===== src/design/citb_pkg.sv =====
// Shared types, register map and step functions for the CIA timer interrupt block.
`default_nettype none

package citb_pkg;

   typedef enum logic [1:0] {
      CMD_WRITE = 2'd0,
      CMD_READ  = 2'd1,
      CMD_TICK  = 2'd2
   } cmd_type;

   localparam logic [3:0] REG_PRA      = 4'd0;
   localparam logic [3:0] REG_PRB      = 4'd1;
   localparam logic [3:0] REG_DDRA     = 4'd2;
   localparam logic [3:0] REG_DDRB     = 4'd3;
   localparam logic [3:0] REG_TA_LO    = 4'd4;
   localparam logic [3:0] REG_TA_HI    = 4'd5;
   localparam logic [3:0] REG_TB_LO    = 4'd6;
   localparam logic [3:0] REG_TB_HI    = 4'd7;
   localparam logic [3:0] REG_TOD_10TH = 4'd8;
   localparam logic [3:0] REG_TOD_SEC  = 4'd9;
   localparam logic [3:0] REG_TOD_MIN  = 4'd10;
   localparam logic [3:0] REG_TOD_HR   = 4'd11;
   localparam logic [3:0] REG_SDR      = 4'd12;
   localparam logic [3:0] REG_ICR      = 4'd13;
   localparam logic [3:0] REG_CRA      = 4'd14;
   localparam logic [3:0] REG_CRB      = 4'd15;

   localparam logic [7:0] CR_START     = 8'h01;
   localparam logic [7:0] CR_ONESHOT   = 8'h08;
   localparam logic [7:0] CR_LOAD      = 8'h10;
   localparam logic [7:0] CRA_INMODE   = 8'h20;
   localparam logic [7:0] CRB_INMODE   = 8'h40;
   localparam logic [7:0] CR_READ_MASK = 8'hEF;

   localparam logic [7:0] PA_DDR_MASK  = 8'h3F;
   localparam logic [7:0] PORT_RESET   = 8'hFF;

   localparam int         IMR_WIDTH    = 5;
   localparam int         ICR_IR_BIT   = 7;
   localparam int         ICR_TA_BIT   = 0;
   localparam int         ICR_TB_BIT   = 1;

   localparam logic [15:0] TOD_PERIOD_RESET = 16'd4410;
   localparam logic [7:0]  TENTHS_LAST      = 8'd9;
   localparam logic [7:0]  MINSEC_LAST      = 8'd59;
   localparam logic [7:0]  HOUR_LAST        = 8'd11;
   localparam logic [7:0]  HOUR_MASK        = 8'h1F;
   localparam logic [7:0]  HOUR_PM          = 8'h80;

   typedef logic [3:0][7:0] tod_type;

   typedef struct packed {
      logic [7:0]  ctrl;
      logic [15:0] count;
      logic        underflow;
   } timer_next_type;

   function automatic timer_next_type timer_step(input logic [7:0]  ctrl,
                                                 input logic [15:0] count,
                                                 input logic [15:0] latch,
                                                 input logic [7:0]  src_bit,
                                                 input logic [15:0] elapsed);
      timer_next_type r;
      r.ctrl      = ctrl;
      r.count     = count;
      r.underflow = 1'b0;
      if ((ctrl & CR_LOAD) != 8'h00) begin
         r.count = latch;
      end else if ((ctrl & (src_bit | CR_START)) == CR_START) begin
         if (count <= elapsed) begin
            r.count     = latch;
            r.underflow = 1'b1;
            if ((ctrl & CR_ONESHOT) != 8'h00) begin
               r.ctrl = ctrl & ~CR_START;
            end
         end else begin
            r.count = count - elapsed;
         end
      end
      r.ctrl = r.ctrl & ~CR_LOAD;
      return r;
   endfunction

   function automatic tod_type tod_advance(input tod_type t);
      tod_type r;
      r = t;
      if (t[0] < TENTHS_LAST) begin
         r[0] = t[0] + 8'd1;
      end else begin
         r[0] = 8'd0;
         if (t[1] < MINSEC_LAST) begin
            r[1] = t[1] + 8'd1;
         end else begin
            r[1] = 8'd0;
            if (t[2] < MINSEC_LAST) begin
               r[2] = t[2] + 8'd1;
            end else begin
               r[2] = 8'd0;
               if ((t[3] & HOUR_MASK) < HOUR_LAST) begin
                  r[3] = t[3] + 8'd1;
               end else begin
                  r[3] = (t[3] & HOUR_PM) ^ HOUR_PM;
               end
            end
         end
      end
      return r;
   endfunction

endpackage

`default_nettype wire


===== src/design/cia_timer_interrupt_block_unit.sv =====
// Top level of the CIA timer interrupt block: ports, timers, time of day, interrupts.
//
// Usage: each req beat is a register write, a register read or a time tick
// (req_tuser selects which). Every req beat yields exactly one rsp beat with
// the read data, an irq flag and the video bank base selected by port A.
// The csr channel writes the tenth-second tick period; csr_ready is always
// high and writes are expected only while no beat is in flight.
// A req beat passes through two registers, the input register and then the
// result register, which holds the rsp beat until rsp_tready takes it.
// Throughput: one beat per cycle while rsp_tready keeps up; all register, timer
// and clock updates for a beat are done combinationally between those two registers.
// When rsp_tready is low the result register holds its beat; the input
// register still takes one more beat, then req_tready drops until the
// result register drains.
// Reset (synchronous, active high) empties both registers, sets the port
// data registers to all ones, the tick period to 4410 and the other register,
// timer, clock and interrupt state to zero; the beat data in the two registers is not reset.
`default_nettype none

module cia_timer_interrupt_block_unit
   import citb_pkg::*;
(
   input  wire logic        clock,
   input  wire logic        reset,
   input  wire logic        csr_valid,
   output      logic        csr_ready,
   input  wire logic [15:0] csr_wdata,
   input  wire logic        req_tvalid,
   output      logic        req_tready,
   input  wire logic [31:0] req_tdata,   // reg_addr[3:0], wdata[11:4], elapsed_cycles[27:12], zero
   input  wire logic [1:0]  req_tuser,   // cmd[1:0]
   output      logic        rsp_tvalid,
   input  wire logic        rsp_tready,
   output      logic [31:0] rsp_tdata    // rdata[7:0], irq[8], vic_base[24:9], zero
);

   logic                 s1_valid_ff, s1_valid_in;
   cmd_type              cmd_ff;
   logic [3:0]           addr_ff;
   logic [7:0]           wdata_ff;
   logic [15:0]          elapsed_ff;
   logic                 rsp_valid_ff, rsp_valid_in;
   logic [7:0]           rdata_ff, rdata_in;
   logic                 irq_ff, irq_in;
   logic [15:0]          vic_base_ff, vic_base_in;

   logic [15:0]          period_ff, period_in;
   logic [7:0]           pra_ff, pra_in, prb_ff, prb_in;
   logic [7:0]           ddra_ff, ddra_in, ddrb_ff, ddrb_in;
   logic [15:0]          ta_latch_ff, ta_latch_in, tb_latch_ff, tb_latch_in;
   logic [15:0]          ta_count_ff, ta_count_in, tb_count_ff, tb_count_in;
   tod_type              tod_ff, tod_in;
   logic [7:0]           sdr_ff, sdr_in;
   logic [IMR_WIDTH-1:0] imr_ff, imr_in;
   logic [7:0]           icr_ff, icr_in;
   logic [7:0]           cra_ff, cra_in, crb_ff, crb_in;
   logic [15:0]          divider_ff, divider_in;

   logic                 s1_fire;
   timer_next_type       ta_next, tb_next;

   assign s1_fire    = s1_valid_ff && (!rsp_valid_ff || rsp_tready);
   assign req_tready = !s1_valid_ff || s1_fire;
   assign csr_ready  = 1'b1;
   assign rsp_tvalid = rsp_valid_ff;
   assign rsp_tdata  = {7'd0, vic_base_ff, irq_ff, rdata_ff};

   assign s1_valid_in  = (req_tvalid && req_tready) || (s1_valid_ff && !s1_fire);
   assign rsp_valid_in = s1_fire || (rsp_valid_ff && !rsp_tready);
   assign period_in    = (csr_valid && csr_ready) ? csr_wdata : period_ff;

   assign ta_next = timer_step(cra_ff, ta_count_ff, ta_latch_ff, CRA_INMODE, elapsed_ff);
   assign tb_next = timer_step(crb_ff, tb_count_ff, tb_latch_ff, CRB_INMODE, elapsed_ff);

   always_comb begin
      logic [7:0] flags;
      logic       irq_a;
      logic       irq_b;
      pra_in      = pra_ff;
      prb_in      = prb_ff;
      ddra_in     = ddra_ff;
      ddrb_in     = ddrb_ff;
      ta_latch_in = ta_latch_ff;
      tb_latch_in = tb_latch_ff;
      ta_count_in = ta_count_ff;
      tb_count_in = tb_count_ff;
      tod_in      = tod_ff;
      sdr_in      = sdr_ff;
      imr_in      = imr_ff;
      icr_in      = icr_ff;
      cra_in      = cra_ff;
      crb_in      = crb_ff;
      divider_in  = divider_ff;
      rdata_in    = 8'd0;
      irq_in      = 1'b0;
      flags       = icr_ff;
      irq_a       = ta_next.underflow && imr_ff[ICR_TA_BIT];
      irq_b       = tb_next.underflow && imr_ff[ICR_TB_BIT];

      case (cmd_ff)
         CMD_WRITE: begin
            unique case (addr_ff) inside
               REG_PRA:   pra_in  = wdata_ff;
               REG_PRB:   prb_in  = wdata_ff;
               REG_DDRA:  ddra_in = wdata_ff;
               REG_DDRB:  ddrb_in = wdata_ff;
               REG_TA_LO: ta_latch_in = {ta_latch_ff[15:8], wdata_ff};
               REG_TA_HI: ta_latch_in = {wdata_ff, ta_latch_ff[7:0]};
               REG_TB_LO: tb_latch_in = {tb_latch_ff[15:8], wdata_ff};
               REG_TB_HI: tb_latch_in = {wdata_ff, tb_latch_ff[7:0]};
               REG_TOD_10TH, REG_TOD_SEC, REG_TOD_MIN, REG_TOD_HR:
                  tod_in[addr_ff[1:0]] = wdata_ff;
               REG_SDR:   sdr_in  = wdata_ff;
               REG_ICR: begin
                  if (wdata_ff[ICR_IR_BIT]) begin
                     imr_in = imr_ff | wdata_ff[IMR_WIDTH-1:0];
                  end else begin
                     imr_in = imr_ff & ~wdata_ff[IMR_WIDTH-1:0];
                  end
               end
               REG_CRA:   cra_in  = wdata_ff;
               default:   crb_in  = wdata_ff;
            endcase
         end
         CMD_READ: begin
            unique case (addr_ff) inside
               REG_PRA:   rdata_in = pra_ff | ~(ddra_ff & PA_DDR_MASK);
               REG_PRB:   rdata_in = prb_ff & ddrb_ff;
               REG_DDRA:  rdata_in = ddra_ff;
               REG_DDRB:  rdata_in = ddrb_ff;
               REG_TA_LO: rdata_in = ta_count_ff[7:0];
               REG_TA_HI: rdata_in = ta_count_ff[15:8];
               REG_TB_LO: rdata_in = tb_count_ff[7:0];
               REG_TB_HI: rdata_in = tb_count_ff[15:8];
               REG_TOD_10TH, REG_TOD_SEC, REG_TOD_MIN, REG_TOD_HR:
                  rdata_in = tod_ff[addr_ff[1:0]];
               REG_SDR:   rdata_in = sdr_ff;
               REG_ICR: begin
                  if (icr_ff[ICR_IR_BIT]) begin
                     rdata_in = {1'b1, 5'd0, icr_ff[ICR_TB_BIT], icr_ff[ICR_TA_BIT]};
                  end
                  icr_in = 8'd0;
               end
               REG_CRA:   rdata_in = cra_ff & CR_READ_MASK;
               default:   rdata_in = crb_ff & CR_READ_MASK;
            endcase
         end
         CMD_TICK: begin
            cra_in      = ta_next.ctrl;
            crb_in      = tb_next.ctrl;
            ta_count_in = ta_next.count;
            tb_count_in = tb_next.count;
            flags[ICR_TA_BIT] = icr_ff[ICR_TA_BIT] | ta_next.underflow;
            flags[ICR_TB_BIT] = icr_ff[ICR_TB_BIT] | tb_next.underflow;
            flags[ICR_IR_BIT] = icr_ff[ICR_IR_BIT] | irq_a | irq_b;
            icr_in      = flags;
            irq_in      = irq_a | irq_b;
            if (divider_ff <= 16'd1) begin
               divider_in = period_ff;
               tod_in     = tod_advance(tod_ff);
            end else begin
               divider_in = divider_ff - 16'd1;
            end
         end
         default: begin
         end
      endcase

      vic_base_in = {~pra_in[1:0], 14'd0};
   end

   always_ff @(posedge clock) begin
      if (reset) begin
         s1_valid_ff  <= 1'b0;
         rsp_valid_ff <= 1'b0;
         period_ff    <= TOD_PERIOD_RESET;
         pra_ff       <= PORT_RESET;
         prb_ff       <= PORT_RESET;
         ddra_ff      <= 8'd0;
         ddrb_ff      <= 8'd0;
         ta_latch_ff  <= 16'd0;
         tb_latch_ff  <= 16'd0;
         ta_count_ff  <= 16'd0;
         tb_count_ff  <= 16'd0;
         tod_ff       <= '0;
         sdr_ff       <= 8'd0;
         imr_ff       <= '0;
         icr_ff       <= 8'd0;
         cra_ff       <= 8'd0;
         crb_ff       <= 8'd0;
         divider_ff   <= 16'd0;
      end else begin
         s1_valid_ff  <= s1_valid_in;
         rsp_valid_ff <= rsp_valid_in;
         period_ff    <= period_in;
         if (s1_fire) begin
            pra_ff      <= pra_in;
            prb_ff      <= prb_in;
            ddra_ff     <= ddra_in;
            ddrb_ff     <= ddrb_in;
            ta_latch_ff <= ta_latch_in;
            tb_latch_ff <= tb_latch_in;
            ta_count_ff <= ta_count_in;
            tb_count_ff <= tb_count_in;
            tod_ff      <= tod_in;
            sdr_ff      <= sdr_in;
            imr_ff      <= imr_in;
            icr_ff      <= icr_in;
            cra_ff      <= cra_in;
            crb_ff      <= crb_in;
            divider_ff  <= divider_in;
         end
      end
   end

   always_ff @(posedge clock) begin
      if (req_tvalid && req_tready) begin
         cmd_ff     <= cmd_type'(req_tuser);
         addr_ff    <= req_tdata[3:0];
         wdata_ff   <= req_tdata[11:4];
         elapsed_ff <= req_tdata[27:12];
      end
      if (s1_fire) begin
         rdata_ff    <= rdata_in;
         irq_ff      <= irq_in;
         vic_base_ff <= vic_base_in;
      end
   end

endmodule

`default_nettype wire

===== config.mk =====
export PLATFORM = sky130hd
export DESIGN_NAME = cia_timer_interrupt_block_unit
export DESIGN_NICKNAME = d
export VERILOG_FILES = /design/src/design/citb_pkg.sv /design/src/design/cia_timer_interrupt_block_unit.sv
export SDC_FILE = /design/constraint.sdc
export NUM_CORES = 1
export LEC_CHECK = 0
export ABC_AREA = 1
export BUFFER_PORTS_ARGS = -buffer_cell sky130_fd_sc_hd__clkbuf_2
export CAP_MARGIN = 20
export CORE_MARGIN = 2
export CORE_UTILIZATION = 30
export DETAILED_ROUTE_END_ITERATION = 8
export GPL_TIMING_DRIVEN = 0
export PLACE_DENSITY = 0.51
export SYNTH_ARGS = -nofsm -noshare
export SYNTH_HDL_FRONTEND = slang
export SYNTH_SLANG_ARGS = --single-unit

===== constraint.sdc =====
create_clock -name clock -period 5.5 [get_ports clock]
set_clock_uncertainty 0.05 [all_clocks]
set_input_delay 0.275 -clock clock [delete_from_list [all_inputs] [get_ports clock]]
set_output_delay 0.275 -clock clock [all_outputs]
set_load 0.005 [all_outputs]

==> flow_metrics.env <==
export IMPL_critPathCaptureType="flop"
export IMPL_syn_area_per_cell_um2=7.260
export IMPL_grt_pass1_wl_um=68700
export IMPL_yosys_warnings=0
export IMPL_start_util=0.3032
export IMPL_crit_path_start_kind="flop"
export IMPL_synth_cells=1744
export IMPL_ir_drop_uv=210.8
export IMPL_antenna_found_initial=0
export IMPL_grt_use_total=0.2028
export IMPL_gp_congestion=0.9037
export IMPL_root_buffer="clkbuf_16"
export IMPL_critical_path_class="reg2reg"
export IMPL_synthDominantCellAreaShare=0.2988
export IMPL_dr_pass1_iters=5
export IMPL_grt_max_degree=31
export IMPL_cts_max_path_buffers=3
export IMPL_outcome="completed"
export IMPL_async_flop_share=0
export IMPL_wl_per_cell_um=18.15
export IMPL_setup_viol_count_final=0
export IMPL_max_freq_mhz=373.3
export IMPL_grt_pass1_vias=11790
export IMPL_yosysSeqAreaShare=0.3960
export IMPL_rsz0062_at_grt="no"
export IMPL_synthDistinctLibCells=53
export IMPL_core_area_um2=41760
export IMPL_finalCriticalPeriod_ns=2.679
export IMPL_finalMaxSlewViolations=0
export IMPL_num_antenna_cells=0
export IMPL_io_pins=90
export IMPL_htreeDepth=1
export IMPL_die_y_um=209.4
export IMPL_portBuffers=62
export IMPL_arrival_ns=3.02
export IMPL_worst_pin_slew_ns=0.9515
export IMPL_synth_area_um2=12660
export IMPL_viasPerCell=5.031
export IMPL_setup_ws_ns=2.821
export IMPL_ant_nets=0
export IMPL_overflow=0
export IMPL_cts_buffers=27
export IMPL_cts_tree="yes"
export IMPL_hold_path_class="in2reg"
export IMPL_drive_gt1_frac=0.1140
export IMPL_hold_viol_final=0
export IMPL_vias=12380
export IMPL_hpwl_um=33630
export IMPL_nNetsFinal=1999
export IMPL_crit_required_ns=5.84
export IMPL_clk_latency_ns=0.57
export IMPL_crit_fanout=5
export IMPL_synth_edf_count=41
export IMPL_wl_um=44660
export IMPL_final_setup_tns_ns=0
export IMPL_die_width_um=209.4
export IMPL_p_leak_nw=6.582
export IMPL_synth_area_leader_cell="dfxtp_1"
export IMPL_fin_crit_sh=0.4870
export IMPL_syn_to_final_growth_pct=19.29
export IMPL_powerDensity_nw_per_um2=271.3
export IMPL_synthTopCellsByArea="dfxtp_1 (30%), nand2_1 (10%), edfxtp_1 (9.7%)"
export IMPL_drtIter0Drc=917
export IMPL_clkTransAtPathRegs_ns=0.06
export IMPL_synth_seq_cells=230
export IMPL_ys_flop_type="dfxtp_1"
export IMPL_maxCapViolCount=0
export IMPL_cts_sinks=230
export IMPL_drc=0
export IMPL_pre_cts_ws_ns=2.803
export IMPL_slew_headroom=0.3656
export IMPL_dieArea_um2=43870
export IMPL_rows=75
[synthesized netlist by cell type, types with 8 or more instances]
library cell  number
a21oi_1          224
a31oi_1            9
buf_2             13
buf_4             34
clkbuf_1          31
dfxtp_1          189
edfxtp_1          41
ha_1              39
inv_1            194
inv_2             16
nand2_1          345
nand2_2            8
nand3_1           94
nand3b_1           9
nand4_1           12
nor2_1           133
nor2_2             9
nor2_4            12
nor3_1            12
o211ai_1          19
o21ai_0          168
o21ai_1           13
o22ai_1           25
xnor2_1            8
xor2_1            19
[through the flow]
step	std cells	instance area (um2)	power, mW	utilization	hold slack, ns
floorplan	1764	12740	2.108	-	0.3239
finish	2460	15100	4.099	0.3617	0.02291
global route	2460	15100	4.246	0.3617	0.04070
global placement	2365	13720	2.269	0.3286	0.3941
detailed placement	2365	13720	2.269	0.3286	0.3994
CTS	2460	15100	4.131	0.3617	0.01036
[power breakdown]
part | switching (mW) | leakage (nW) | internal [mW]
registers | 0.0295 | 1.93 | 1.76
clock network | 0.742 | 0.451 | 1.09
logic | 0.324 | 4.20 | 0.155
total | 1.10 | 6.58 | 3.00
[cells by family after synthesis]
kind of cell / Yosys count / synth area share
other cells: 2 / 0.0005931
compound gates: 496 / 0.2154
buf+inv: 303 / 0.1049
xor+xnor: 27 / 0.01868
simple gates: 645 / 0.2226
fa+ha+maj: 41 / 0.04170
flops: 230 / 0.3960
[worst max-delay path: stages (launching register included)]
cell and delay (ns):
edfxtp_1 0.45, ha_1 0.26, fa_1 0.41, inv_1 0.07, nand3_1 0.06, nand2_1 0.14
nand2_1 0.07, nand2_1 0.12, nand2_1 0.06, nand2_1 0.10, nand2_2 0.10, nand2_1 0.18
inv_1 0.16, o21ai_0 0.20, a21oi_1 0.09
[state kept, by name (all words and copies together) (netlist names), named ones only]
register and count:
irq_ff 1, tb_latch_ff 16, rsp_tvalid 1, addr_ff 4, tod_ff 32, ta_latch_ff 16
ddra_ff 8, cmd_ff 2, crb_ff 8, tb_count_ff 16, elapsed_ff 16, sdr_ff 8
vic_base_ff 2, period_ff 16, ddrb_ff 8, divider_ff 16, prb_ff 8, ta_count_ff 16
s1_valid_ff 1, pra_ff 6, wdata_ff 8, rdata_ff 8, cra_ff 8, icr_ff 3
[cell type report]
cell class              instances  area, um2
multi-input cells            1231       6394
flip-flops and latches        230       5015
inverters                     218      820.8
fillers                      4465      26650
plain buffers                  85      508.0
clock buffers                  40      837.1
clock inverters                 7      65.06
well taps                     539      674.4
repair buffers                110      790.8
[final timing paths]
kind                              from                          end  depth (start not counted)  slack (ns)
max reg2reg    elapsed_ff[0]$_DFFE_PP_  tb_count_ff[1]$_SDFFE_PP0P_                         14        2.82
max            elapsed_ff[0]$_DFFE_PP_  tb_count_ff[1]$_SDFFE_PP0P_                         14        2.82
min                          csr_valid   period_ff[13]$_SDFFE_PP0P_                          3        0.02
min reg2reg  period_ff[3]$_SDFFE_PP1P_    period_ff[3]$_SDFFE_PP1P_                          2        0.41
[layer usage]
| metal | up-vias | wire length [um] | GRT usage |
|---|---|---|---|
| li1 | 6120 | - | - |
| met1 | 5793 | 20470 | 0.2759 |
| met2 | 396 | 19880 | 0.3268 |
| met3 | 67 | 2957 | 0.03352 |
| met4 | 0 | 1358 | 0.06823 |
| met5 | - | 0 | 0 |
[what timing repair did]
action,in CTS,in global routing
gates resized for setup,0,0
hold buffers,48,0
hold endpoints to repair,48,0
buffers inserted,0,0
[layout by cell type (no fill, tap or decap), types with 13 or more instances in the layout]
cell             n
nand2_1        345
a21oi_1        224
inv_1          193
dfxtp_1        189
o21ai_0        168
nor2_1         133
nand3_1         94
clkbuf_2        62
dlygate4sd3_1   48
edfxtp_1        41
ha_1            39
clkbuf_1        35
buf_4           34
clkbuf_16       29
o22ai_1         25
conb_1          22
xor2_1          19
o211ai_1        19
inv_2           17
buf_2           13
o21ai_1         13
Note: power is estimated with default switching activity, not from simulation.
